File: src/rtl/afsc_pkg.sv
`timescale 1ns / 1ps

package afsc_pkg;

    // Field and register widths
    localparam int FOCUS_BITS = 8;
    localparam int SHARP_BITS = 31;
    localparam int STEP_W     = 7;
    localparam int CFG_IDX_W  = 3;
    localparam int CFG_DATA_W = (FOCUS_BITS > STEP_W) ? FOCUS_BITS : STEP_W;

    // Lens position as state: one sign bit so the "not yet positioned" mark fits
    localparam int POS_W  = FOCUS_BITS + 1;
    // Working width for position sums: position plus twice the largest step, signed
    localparam int CALC_W = ((FOCUS_BITS > STEP_W) ? FOCUS_BITS : STEP_W) + 3;

    // Threshold is sharpness / 80, done as (x >> 4) / 5 with a reciprocal multiply
    localparam int          TH_DIV       = 80;
    localparam int          TH_PRE_SHIFT = 4;
    localparam int          TH_W         = SHARP_BITS - 6;
    localparam int          RECIP_SHIFT  = 34;
    localparam logic [31:0] RECIP_FIVE   = 32'hCCCC_CCCD;
    localparam int          PRE_W        = SHARP_BITS - TH_PRE_SHIFT;
    localparam int          PROD_W       = PRE_W + 32;

    typedef logic [FOCUS_BITS-1:0]    focus_t;
    typedef logic [SHARP_BITS-1:0]    sharp_t;
    typedef logic [TH_W-1:0]          thresh_t;
    typedef logic [STEP_W-1:0]        step_t;
    typedef logic signed [POS_W-1:0]  pos_t;
    typedef logic signed [CALC_W-1:0] calc_t;

    // Register reset values
    localparam focus_t      MAX_FOCUS_RST   = '1;
    localparam focus_t      START_LEFT_RST  = FOCUS_BITS'(8);
    localparam logic [6:0]  COARSE_STEP_RST = 7'd20;
    localparam logic [4:0]  FINE_STEP_RST   = 5'd2;
    localparam logic [5:0]  TRACK_STEP_RST  = 6'd8;
    localparam logic [6:0]  WIDE_STEP_RST   = 7'd16;

    typedef enum logic [2:0] {
        PH_COARSE  = 3'd0,
        PH_FINE    = 3'd1,
        PH_HOLD    = 3'd2,
        PH_PROBE_R = 3'd3,
        PH_PROBE_L = 3'd4
    } phase_t;

    typedef enum logic [2:0] {
        CL_FLAT  = 3'd0,
        CL_LMAX  = 3'd1,
        CL_LEFT  = 3'd2,
        CL_RIGHT = 3'd3,
        CL_WIDE  = 3'd4
    } class_t;

    typedef enum logic [CFG_IDX_W-1:0] {
        CFG_MAX_FOCUS   = 3'd0,
        CFG_START_LEFT  = 3'd1,
        CFG_COARSE_STEP = 3'd2,
        CFG_FINE_STEP   = 3'd3,
        CFG_TRACK_STEP  = 3'd4,
        CFG_WIDE_STEP   = 3'd5
    } cfg_idx_t;

    // Divide by 80: drop four bits, then multiply by the reciprocal of five
    function automatic thresh_t sharp_thresh(input sharp_t h);
        logic [PRE_W-1:0]  x;
        logic [PROD_W-1:0] p;
        x = h[SHARP_BITS-1:TH_PRE_SHIFT];
        p = PROD_W'(x) * PROD_W'(RECIP_FIVE);
        return p[RECIP_SHIFT +: TH_W];
    endfunction

    // Clip a working position to 0..hi
    function automatic focus_t clip_focus(input calc_t v, input focus_t hi);
        calc_t hx;
        hx = {{(CALC_W-FOCUS_BITS){1'b0}}, hi};
        if (v < 0) begin
            return '0;
        end else if (v > hx) begin
            return hi;
        end
        return v[FOCUS_BITS-1:0];
    endfunction

endpackage

File: src/rtl/afsc_classify.sv
`timescale 1ns / 1ps

module afsc_classify (
    input  afsc_pkg::sharp_t  held,
    input  afsc_pkg::sharp_t  right_s,
    input  afsc_pkg::sharp_t  left_s,
    input  afsc_pkg::thresh_t thresh,
    input  logic              wide_mode,
    output afsc_pkg::class_t  cls
);

    localparam int DW = afsc_pkg::SHARP_BITS + 2;

    logic signed [DW-1:0] held_x;
    logic signed [DW-1:0] right_x;
    logic signed [DW-1:0] left_x;
    logic signed [DW-1:0] th_x;
    logic signed [DW-1:0] dl;
    logic signed [DW-1:0] dr;
    logic                 drop_l, drop_r;
    logic                 big_l, big_r;
    logic                 pos_l, pos_r;
    logic [1:0]           lc, rc;

    // Differences of the two probes against the held sharpness
    always_comb begin
        held_x  = {2'b00, held};
        right_x = {2'b00, right_s};
        left_x  = {2'b00, left_s};
        th_x    = {{(DW-afsc_pkg::TH_W){1'b0}}, thresh};
        dl      = left_x - held_x;
        dr      = right_x - held_x;
        drop_l  = (-dl) >= th_x;
        drop_r  = (-dr) >= th_x;
        big_l   = drop_l || (dl >= th_x);
        big_r   = drop_r || (dr >= th_x);
        pos_l   = dl > 0;
        pos_r   = dr > 0;
        lc      = {1'b0, big_l && pos_l} + {1'b0, big_r && !pos_r};
        rc      = {1'b0, big_l && !pos_l} + {1'b0, big_r && pos_r};
    end

    // Vote on the direction of the slope
    always_comb begin
        if (wide_mode) begin
            cls = (drop_r && drop_l) ? afsc_pkg::CL_LMAX : afsc_pkg::CL_FLAT;
        end else if (!big_l && !big_r) begin
            cls = afsc_pkg::CL_FLAT;
        end else if (drop_r && drop_l) begin
            cls = afsc_pkg::CL_WIDE;
        end else if (lc == rc) begin
            cls = afsc_pkg::CL_FLAT;
        end else if (lc > rc) begin
            cls = afsc_pkg::CL_LEFT;
        end else begin
            cls = afsc_pkg::CL_RIGHT;
        end
    end

endmodule

File: config.mk
export PLATFORM = sky130hd
export DESIGN_NAME = afsc_classify
export DESIGN_NICKNAME = d
export VERILOG_FILES = /design/src/rtl/afsc_pkg.sv /design/src/rtl/afsc_classify.sv
export SDC_FILE = /design/constraint.sdc
export NUM_CORES = 1
export LEC_CHECK = 0
export BUFFER_PORTS_ARGS = -buffer_cell sky130_fd_sc_hd__buf_4
export CAP_MARGIN = 5
export CORE_MARGIN = 4
export CORE_UTILIZATION = 50
export DETAILED_ROUTE_END_ITERATION = 16
export GPL_ROUTABILITY_DRIVEN = 0
export GPL_TIMING_DRIVEN = 0
export MAX_ROUTING_LAYER = met4
export PLACE_DENSITY = 0.72
export SYNTH_ARGS = -nofsm -noshare
export SYNTH_HDL_FRONTEND = slang
export SYNTH_SLANG_ARGS = --single-unit
File: constraint.sdc
create_clock -name vclk -period 14.9
set_input_delay 1.49 -clock vclk [all_inputs]
set_output_delay 1.49 -clock vclk [all_outputs]
set_load 0.005 [all_outputs]
== Yosys cells after proc, flatten, opt, wreduce, memory -nomap -nowiden ==
Cells that the tools add are included.
Cells by class
  bitwise gates (word level): 0
  shift operators: 0
  reductions and logical operators: 12
  mux-type cells: 6
  multiply operators: 0
  divide/modulo/power cells: 0
  add/subtract/negate cells: 6
  equal/unequal tests: 1
  magnitude comparators: 7
Operator list (number)
  33-bit by 26-bit >= comparator with 1-bit output: 2
  32-bit negator with 33-bit output: 2
  32-bit by 26-bit >= comparator with 1-bit output: 2
  32-bit by 1-bit > comparator with 1-bit output (second input constant): 2
  31-bit by 31-bit subtractor with 32-bit output: 2
  3-bit 2-to-1 mux: 3
  1-bit logical AND: 6
  1-bit by 1-bit adder with 2-bit output: 2
  1-bit zero test: 4
  2-bit == test: 1
  2-bit > comparator: 1
  1-bit logical OR: 2
  1-bit 2-to-1 mux: 2
  2-bit 2-to-1 mux: 1
Word-level totals
  memories: 0
  bits in registers: 0
  word-level logic and storage cells: 32
  bits of input ports: 119
  memory bits (read-only): 0
  output and inout bits: 3
  memory bits (writable): 0
  latch bits: 0

== Logic depth before layout (Yosys ltp) ==
Gate-level depths: netlist (run 1).
  depth in word-level cells: 12
  gate-level depth with buffers: 32
  gate-level depth less buffers: 32

== Least setup slack after synthesis (run 1) ==
No wires, ideal clock.
  kind: input to output
  start: input port held[4]
  end: output port cls[0]
  buffers on the path: 0
  cell stages on the path: 29
  arrival time: 7.467 ns
  data required time: 13.410 ns
  path slack: 5.943 ns
  cells stage by stage: inv_1 ha_1 a21o_4 xor2_1 or3_1 a21o_1 or3_4 or3_4 or4_1 nor2_1 xnor2_1 ha_1 a211oi_1 nand2_1 a31oi_1 o21ai_0 o21ai_0 o211ai_1 a221o_1 nor2_1 or4b_4 a32oi_2 nand3_1 and2_1 ha_1 ha_1 a21oi_1 nand2_1 o31ai_2
Between the ends
  word-level cells in the longest chain between the ends: 12
  elaborated cells on any way between the ends: 32
  those cells by class: add/sub (6); order compare (7); eq/ne (1); mux (6); reduce/logical (12)
RTL lines
  start, declared: RTL line afsc_classify.sv:4  | input afsc_pkg::sharp_t held,
  31-bit by 31-bit subtractor with 32-bit output (on tied branches): RTL line afsc_classify.sv:31, afsc_classify.sv:32
  32-bit negator with 33-bit output (on tied branches): RTL line afsc_classify.sv:33, afsc_classify.sv:34
  33-bit by 26-bit >= comparator with 1-bit output (on tied branches): RTL line afsc_classify.sv:33, afsc_classify.sv:34
  1-bit logical OR (on tied branches): RTL line afsc_classify.sv:35, afsc_classify.sv:36
  1-bit logical AND (on tied branches): RTL line afsc_classify.sv:39, afsc_classify.sv:40
  1-bit by 1-bit adder with 2-bit output (on tied branches): RTL line afsc_classify.sv:39, afsc_classify.sv:40
  2-bit > comparator: RTL line afsc_classify.sv:53  | end else if (lc > rc) begin
  1-bit 2-to-1 mux: RTL line afsc_classify.sv:53
  2-bit 2-to-1 mux: RTL line afsc_classify.sv:51  | end else if (lc == rc) begin
  3-bit 2-to-1 mux: RTL line afsc_classify.sv:49  | end else if (drop_r && drop_l) begin
  3-bit 2-to-1 mux: RTL line afsc_classify.sv:47  | end else if (!big_l && !big_r) begin
  3-bit 2-to-1 mux (*): RTL line afsc_classify.sv:45  | if (wide_mode) begin
  end, declared: RTL line afsc_classify.sv:9  | output afsc_pkg::class_t cls
Every way passes the cells marked *; elsewhere a longest branch is shown, timed or not.

== Worst setup path after layout (run 1) ==
  start: input port right_s[0]
  end: output port cls[0]
Between the ends
  word-level cells in the longest chain between the ends: 12
  elaborated cells on any way between the ends: 22
  those cells by class: add/sub (4); order compare (4); eq/ne (1); mux (6); reduce/logical (7)
RTL lines
  start, declared: RTL line afsc_classify.sv:5  | input afsc_pkg::sharp_t right_s,
  31-bit by 31-bit subtractor with 32-bit output (*): RTL line afsc_classify.sv:32  | dr = right_x - held_x;
  32-bit negator with 33-bit output: RTL line afsc_classify.sv:34  | drop_r = (-dr) >= th_x;
  33-bit by 26-bit >= comparator with 1-bit output: RTL line afsc_classify.sv:34
  1-bit logical OR: RTL line afsc_classify.sv:36  | big_r = drop_r || (dr >= th_x);
  1-bit logical AND (on tied branches): RTL line afsc_classify.sv:39, afsc_classify.sv:40
  1-bit by 1-bit adder with 2-bit output (on tied branches): RTL line afsc_classify.sv:39, afsc_classify.sv:40
  2-bit > comparator: RTL line afsc_classify.sv:53
  1-bit 2-to-1 mux: RTL line afsc_classify.sv:53
  2-bit 2-to-1 mux: RTL line afsc_classify.sv:51
  3-bit 2-to-1 mux: RTL line afsc_classify.sv:49
  3-bit 2-to-1 mux: RTL line afsc_classify.sv:47
  3-bit 2-to-1 mux (*): RTL line afsc_classify.sv:45
Marked as above.

==> results of run 1 <==
[synth_stat cells (3+ instances only)]
cell         n  area share
a211o_1      6      0.0070
nand2_1     84       0.042
mux2i_1      4      0.0053
a21boi_0     3      0.0030
nand3_1     26       0.017
o211ai_1    13       0.013
xnor2_1     60       0.070
a21oi_2      4      0.0046
nand4_1     27       0.022
a31oi_1     12       0.010
xor2_1      35       0.041
and4_1       5      0.0058
nand3b_1     5      0.0050
a211oi_1    19       0.019
o31a_1       5      0.0058
o2111ai_1    5      0.0058
a21oi_1     89       0.059
ha_1       168        0.28
buf_2        4      0.0027
o21bai_1     4      0.0040
nand2b_1    10      0.0083
o21ai_1      7      0.0046
or3_1        8      0.0066
or4b_1       3      0.0040
o31ai_1      5      0.0050
o21a_1      13       0.013
and3_1      16       0.013
nor3_1      25       0.017
or4_1        5      0.0050
a21o_1      51       0.051
clkbuf_1    12      0.0060
o21ai_0     56       0.037
inv_1       89       0.044
nor4_1      14       0.012
nor3b_1      5      0.0050
nor2_1      77       0.038
and2_1      11      0.0091
nor2b_1     13       0.011
[cells by family (layout without fill, tap and decap cells)]
family	after synthesis	in the layout
AOI/OAI and AO/OA	328	328
xor gates and xnor gates	96	96
adders and majority gates	170	170
buffers and inverters	108	230
muxes	4	4
and+or+nand+nor	351	351
[cells in the final DEF (no fill, tap or decap), types with 11 or more instances in the layout]
cell | synthesis | routed
a211oi_1 | 19 | 19
a21o_1 | 51 | 51
a21oi_1 | 89 | 89
a31oi_1 | 12 | 12
and2_1 | 11 | 11
and3_1 | 16 | 16
buf_4 | 1 | 123
clkbuf_1 | 12 | 12
ha_1 | 168 | 168
inv_1 | 89 | 89
nand2_1 | 84 | 84
nand3_1 | 26 | 26
nand4_1 | 27 | 27
nor2_1 | 77 | 77
nor2b_1 | 13 | 13
nor3_1 | 25 | 25
nor4_1 | 14 | 14
o211ai_1 | 13 | 13
o21a_1 | 13 | 13
o21ai_0 | 56 | 56
xnor2_1 | 60 | 60
xor2_1 | 35 | 35
[area by class of cell]
| cell class | count | share of cell area |
|---|---|---|
| tap | 184 | 0.02652 |
| multi-input combinational | 949 | 0.8203 |
| inverter | 90 | 0.03892 |
| buffer | 18 | 0.008792 |
| timing repair buffer | 122 | 0.1055 |
[worst min-delay path, stage by stage]
cell     delay, ns
buf_4         0.09
nor2b_1       0.04
buf_4         0.12
[metrics by stage]
step                power, mW    util  worst slack (ns)  instances  area [um^2]
detailed placement     0.4807  0.5928             5.025       1363         8681
CTS                    0.4828  0.5928             4.998       1363         8681
global placement       0.4712  0.5928             5.086       1363         8681
floorplan              0.3567       -             5.943       1057         7535
global route           0.5497  0.5928             4.542       1363         8681
finish                 0.4892  0.5928             5.035       1363         8681
[power by group through the flow]
stage                     sequential [mW]  clock, mW  combinational, mW
after floorplan                         0          0              0.357
after global placement                  0          0              0.471
after detailed placement                0          0              0.481
after CTS                               0          0              0.483
after global routing                    0          0              0.550
final                                   0          0              0.489
[path summary, 6_finish.rpt]
kind	start	to	slack [ns]	depth (start not counted)
max	right_s[0]	cls[0]	5.03	32
min	wide_mode	cls[2]	3.23	3
[per-layer routing]
metal / GRT usage / wire length [um] / up-vias
met5: - / 0 / -
met4: 0.02541 / 225 / 0
met3: 0.001626 / 806 / 15
met2: 0.4017 / 9486 / 184
met1: 0.3853 / 11350 / 3709
li1: - / - / 4185
==> results.yml, run 1 <==
power_and_ir_drop:
  netSwitchingFraction: 0.5798
  p_clk_frac: 0
  p_int_mw: 0.2056
  p_sw_mw: 0.2837
  sequentialPowerShare: 0
  combPwrFrac: 1.000
  vdd_drop_max_mv: 0.02261
  p_leak_nw: 4.181
  p_per_area_nw_per_um2: 56.36
clocking:
  cts.repair.resized: 0
  ctsHoldBuffers: 0
  cts_setup_buffers: 0
critical_path:
  cp_max_fo: 6
  endpoint_kind: "output port"
  crit_type: "input port to output port"
  cp_slowest_cell: "or4_1"
  crit_path_frequent_cell: "ha_1"
  crit_arrival_ns: 8.38
  worstPathRequired_ns: 13.41
  crit_family: "simple AND/OR/NAND/NOR gates"
  worstSetupStartpointType: "input port"
  worstPathBufferInverterCount: 4
  cp_slowest_stage_delay_ns: 0.60
logic_synthesis:
  syn-cell-area_um2: 7535
  avgSynthCellArea_um2: 7.128
  ys_types: 85
  synth_top_family_by_area: "compound AO/OA/AOI/OAI gates"
  synth_fa_ha_area_frac: 0.2843
  synth_xor_area_frac: 0.1126
  synthSimpleGateAreaFrac: 0.2449
  syn-num-nets: 1346
  synth-compound-area-share: 0.2979
  ys_seq_area_frac: 0
  muxShareOfSynthArea: 0.005314
  syn_inst: 1057
  ys_warn_count: 0
detailed_routing:
  via_per_inst: 5.938
  routedWlPerCell_um: 16.04
  wl_um: 21860
  drc: 0
  initialDrtViolationCount: 494
  vias: 8093
  ant_nets: 0
  firstDrtPassIters: 5
sta:
  relSlewSlack: 0.3871
  rsz0062_at_grt: "false"
  tns_ns: 0
  fin_crit_sh: 0.6621
  whs_ns: 3.226
  hold_viol_final: 0
  fmax_mhz: 101.4
  setup_viol: 0
  tightest_slew_ns: 0.9176
  period_needed_ns: 9.865
  slew_violations: 0
placement:
  dp_hpwl_um: 19350
  portBuffers: 122
layout:
  nFlopsAndLatches: 0
  multi_input_area_um2: 7121
  area_growth_pct: 15.21
  n_fill_cell: 1447
  drive_gt1_frac: 0.1383
  clockBufferCount: 0
  fin_nets: 1470
  regArea_um2: 0
  diodes: 0
global_routing:
  grt_max_degree: 11
  grt_pass1_vias: 7497
  grt_usage: 0.2567
  grt_overflow: 0
  grt_pass1_wl_um: 35570
  antenna_found_initial: 0
hold_path:
  hp-class: "input port to output port"
floorplanning:
  die_w_um: 130.8
  placeableCoreArea_um2: 14640
  die-area_um2: 17100
  io_pins: 122
  num_rows: 44
  chipHeight_um: 130.8
  start_util: 0.5145
outcome:
  outcome: "complete, no violations"
flow_run:
  max_cap_viol_count: 0
No activity file was read; power rests on OpenSTA's default activity.
==> inputs of run 2 (changes only) <==
Settings changed: ABC_AREA set to 1, PLACE_DENSITY 0.72 to 0.73.
Clock period 14.9 ns to 8.1 ns, I/O delays scaled along.
==> run 2 against run 1 <==
Wire length increased by 37%. Critical path depth increased by 2. Via count increased by 41%. Combinational power increased by 93%. Sequential share of layout area unchanged. Area after synthesis increased by 29%. Power increased by 93%. Cell area increased by 26%. Non-clock buffer count decreased by 17. Count of clock-buffer cells in the layout unchanged. Core utilization decreased by 1.2 points. Largest cell class unchanged. Largest power group unchanged.
==> results.yml, run 2 <==
detailed_routing:
  vias: 11381
  ant_nets: 0
  drc: 0
  via_per_inst: 5.138
  wl_um: 30010
  initialDrtViolationCount: 613
  routedWlPerCell_um: 13.55
  firstDrtPassIters: 6
  dr_wl_met2_um: 14410
  top_layer: "met4"
  wl_met1_um: 13760
  route.met3.wl_um: 1118
layout:
  clockBufferCount: 0
  n_fill_cell: 1988
  post-route-cell-area_um2: 10970
  regArea_um2: 0
  drive_gt1_frac: 0.1166
  final_common_cell: "nand2_1"
  diodes: 0
  final_cell_mix: "nand2_1, inv_1, ha_1, nand3_1, nor2_1"
  area_growth_pct: 12.76
  nFlopsAndLatches: 0
  fin_nets: 2246
power_and_ir_drop:
  p_clk_frac: 0
  netSwitchingFraction: 0.6347
  finalPower_mw: 0.9424
  p_sw_mw: 0.5981
  sequentialPowerShare: 0
  p_int_mw: 0.3443
  p_leak_nw: 6.797
  combPwrFrac: 1.000
  p_per_area_nw_per_um2: 85.93
  vdd_drop_max_mv: 0.03260
sta:
  tns_ns: 0
  period_needed_ns: 7.163
  slew_violations: 0
  fin_crit_sh: 0.8843
  hold_viol_final: 0
  relSlewSlack: 0.5735
  setup_ws_ns: 0.9371
  setup_viol: 0
  rsz0062_at_grt: "false"
  whs_ns: 1.887
  tightest_slew_ns: 0.6339
  fmax_mhz: 139.6
global_routing:
  grt_usage: 0.2778
  antenna_found_initial: 0
  grt_pass1_wl_um: 48810
  grt_pass1_vias: 10511
  grt_overflow: 0
  grt_max_degree: 11
clocking:
  ctsHoldBuffers: 0
  cts_setup_buffers: 0
  cts.repair.resized: 0
logic_synthesis:
  syn-cell-area_um2: 9727
  synth_top_area_frac: 0.2516
  synthTopCellsByArea: "nand2_1, ha_1, inv_1"
  avgSynthCellArea_um2: 5.307
  ys_types: 45
  synth_most_common_cell: "nand2_1"
  synth_top_cell_by_area: "nand2_1"
  ys_warn_count: 0
  yosys-top-cells-count: "nand2_1, inv_1, ha_1"
  syn-num-nets: 2122
  ys_seq_area_frac: 0
  syn_inst: 1833
critical_path:
  crit_path_start: "held[0]"
  worstPathRequired_ns: 7.29
  worstSetupStartpointType: "input port"
  crit_type: "input port to output port"
  cp_slowest_cell: "nor4_1"
  cp_max_fo: 10
  cp_slowest_stage_delay_ns: 0.51
  crit_path_frequent_cell: "inv_1"
  endpoint_kind: "output port"
  crit_arrival_ns: 6.35
floorplanning:
  placeableCoreArea_um2: 18890
  die_w_um: 147.5
  start_util: 0.5148
  num_rows: 50
  die-area_um2: 21750
  chipHeight_um: 147.5
  io_pins: 122
hold_path:
  holdPathStages: 3
  hold_end: "cls[2]"
  holdCritStartpoint: "wide_mode"
  hp-class: "input port to output port"
placement:
  portBuffers: 122
  preCtsSetupSlack_ns: 0.7964
  dp_hpwl_um: 27370
  place_area_um2: 10970
outcome:
  outcome: "complete, no violations"
flow_run:
  max_cap_viol_count: 0
-- run 2: critical path, delay by kind of cell --
kind                     cells  cell delay, ns
XOR/XNOR                     1            0.15
AO/OA/AOI/OAI                3            0.42
AND/OR/NAND/NOR             16            2.60
adder cells (fa/ha/maj)      6            1.60
buffers and inverters        8            0.75
-- run 2: power groups by stage --
stage | Sequential [mW] | Clock [mW] | Combinational [mW]
after floorplan | 0 | 0 | 0.695
after global placement | 0 | 0 | 0.905
after detailed placement | 0 | 0 | 0.930
after CTS | 0 | 0 | 0.934
after global routing | 0 | 0 | 1.08
final | 0 | 0 | 0.942
-- run 2: how the worst max path moves through the flow --
stage,endpoint,slack [ns],depth (start not counted)
detailed placement,cls[1],0.80,34
finish,cls[1],0.94,34
CTS,cls[1],0.80,34
global route,cls[0],0.38,35
floorplan,cls[1],2.05,33
global placement,cls[0],0.87,35
-- run 2: cell type report --
type	instances	area, um^2	area share
Buffer	1	11.26	0.001027
Multi-Input combinational cell	1438	8237	0.7510
Inverter	394	1479	0.1348
Tap cell	260	325.3	0.02966
Timing Repair Buffer	122	915.9	0.08350
-- run 2: cell families (layout without fill, tap and decap cells) --
group,after synthesis,in the layout,synth area share
fa+ha+maj,170,170,0.2202
buf+inv,395,517,0.1532
compound gates,129,129,0.07911
xor+xnor,44,44,0.04039
simple gates,1095,1095,0.5071
-- run 2: per-stage QoR --
step	util	cells
finish	0.5805	2215
floorplan	-	1833
global route	0.5805	2215
CTS	0.5805	2215
global placement	0.5805	2215
detailed placement	0.5805	2215
-- run 2: per-layer routing --
metal,track usage,vias to the layer above
met5,-,-
met4,0.05638,0
met3,0.003679,46
met2,0.4942,287
met1,0.3572,5009
li1,-,6039
==> inputs of run 3 (changes only) <==
Settings changed: ABC_AREA 1 to not set, PLACE_DENSITY 0.73 to 0.75.
==> run 3 against run 2 <==
The run now ends with setup timing left. Core utilization grew 3.8 points. Count of clock-buffer cells in the layout did not move. Setup slack got worse by 1.0 ns. Critical endpoint is now cls[0]. Cell count down 38%. Critical path depth decreased by 3. Via count decreased by 27%.
==> results.yml, run 3 (synthesized netlist as in run 1, its figures left out) <==
critical_path:
  worstSetupStartpointType: "input port"
  worstPathBufferInverterCount: 4
  cp_slowest_stage_delay_ns: 0.50
  worstPathRequired_ns: 7.29
  crit_family: "compound AO/OA/AOI/OAI gates"
  cp_slowest_cell: "or3b_2"
  crit_type: "input port to output port"
  crit_arrival_ns: 7.40
  endpoint_kind: "output port"
  crit_path_start: "left_s[0]"
  cp_max_fo: 5
  crit_path_frequent_cell: "ha_1"
power_and_ir_drop:
  p_per_area_nw_per_um2: 106.5
  p_leak_nw: 4.283
  vdd_drop_max_mv: 0.04189
  sequentialPowerShare: 0
  finalPower_mw: 0.9653
  combPwrFrac: 1.000
  p_sw_mw: 0.5516
  p_int_mw: 0.4137
  netSwitchingFraction: 0.5714
  p_clk_frac: 0
global_routing:
  grt_pass1_wl_um: 35030
  grt_max_degree: 11
  grt_overflow: 0
  antenna_found_initial: 0
  grt_pass1_vias: 7375
  grt_usage: 0.2525
sta:
  hold_viol_final: 0
  slew_violations: 0
  tightest_slew_ns: 1.077
  tns_ns: -0.1100
  setup_ws_ns: -0.1100
  fin_crit_sh: 1.014
  period_needed_ns: 8.210
  fmax_mhz: 121.8
  rsz0062_at_grt: "true"
  setup_viol: 1
  relSlewSlack: 0.2787
detailed_routing:
  drc: 0
  routedWlPerCell_um: 16.17
  wl_um: 22220
  vias: 8332
  via_per_inst: 6.064
  firstDrtPassIters: 5
  ant_nets: 0
  initialDrtViolationCount: 669
floorplanning:
  die-area_um2: 17100
  placeableCoreArea_um2: 14640
  chipHeight_um: 130.8
  num_rows: 44
  io_pins: 122
  start_util: 0.5145
  die_w_um: 130.8
layout:
  area_growth_pct: 20.31
  regArea_um2: 0
  clockBufferCount: 0
  nFlopsAndLatches: 0
  fin_nets: 1481
  final_cell_mix: "ha_1, buf_4, a21oi_1, inv_1, nand2_1"
  final_common_cell: "ha_1"
  diodes: 0
  drive_gt1_frac: 0.1798
  n_fill_cell: 1390
hold_path:
  holdCritStartpoint: "wide_mode"
  hp-class: "input port to output port"
outcome:
  outcome: "finished, violations left"
  violations: "setup timing"
placement:
  dp_hpwl_um: 19190
  portBuffers: 122
clocking:
  ctsHoldBuffers: 0
flow_run:
  max_cap_viol_count: 0
## run 3: cell count changes in the layout (fill, tap and decap cells not counted), moves of 14 or more
cell and change:
nand2_2 -26, nand2_1 -570, inv_2 -14, nor2_1 -50, nand3_1 -113, nand4_1 -20
o21ai_0 +39, a21o_1 +46, inv_1 -290, nor2_2 -14, xnor2_1 +53, a21oi_1 +14
## run 3: layout make-up
type,count,area [um^2],share of cell area
tap,184,230.2,0.02540
buffer,16,68.82,0.007591
multi-input combinational,949,7405,0.8168
inverter,90,340.3,0.03754
timing repair buffer,135,1021,0.1126
## run 3: metal layers
metal	up-vias	wire length, um	part of all wire	global-route usage
li1	4207	-	-	-
met1	3839	10750	0.48	0.3753
met2	266	9917	0.45	0.3972
met3	20	1288	0.058	0.002439
met4	0	264	0.012	0.02904
met5	-	0	0	-
## run 3: path summary, 6_finish.rpt
| path | to | slack [ns] | cells past startpoint |
|---|---|---|---|
| worst max-delay path | cls[0] | -0.11 | 31 |
| worst min-delay path | cls[2] | 1.89 | 3 |
## run 3: worst min-delay path: stages
cell and delay [ns]:
buf_4 0.11, nor2b_1 0.04, buf_4 0.12
## run 3: power by group through the flow
stage	registers, mW	logic [mW]	clock network (mW)
after floorplan	0	0.656	0
after global placement	0	0.863	0
after detailed placement	0	0.883	0
after CTS	0	0.902	0
after global routing	0	1.08	0
final	0	0.965	0
## run 3: metrics by stage
| stage | worst slack, ns | cells | utilization | cell area, um^2 | hold WS, ns |
|---|---|---|---|---|---|
| floorplan | 0.5033 | 1057 | - | 7535 | 1.650 |
| detailed placement | -0.3913 | 1363 | 0.5928 | 8681 | 1.870 |
| global placement | -0.3286 | 1363 | 0.5928 | 8681 | 1.871 |
| CTS | 0.009114 | 1366 | 0.5999 | 8785 | 1.882 |
| global route | -0.3868 | 1374 | 0.6190 | 9065 | 1.901 |
| finish | -0.1100 | 1374 | 0.6190 | 9065 | 1.895 |
## run 3: what timing repair did
item / 4_1_cts / 5_1_grt
setup endpoints to repair: 2 / 2
gates resized for setup: 17 / 38
buffers inserted: 4 / 9
pin swaps: 11 / 31
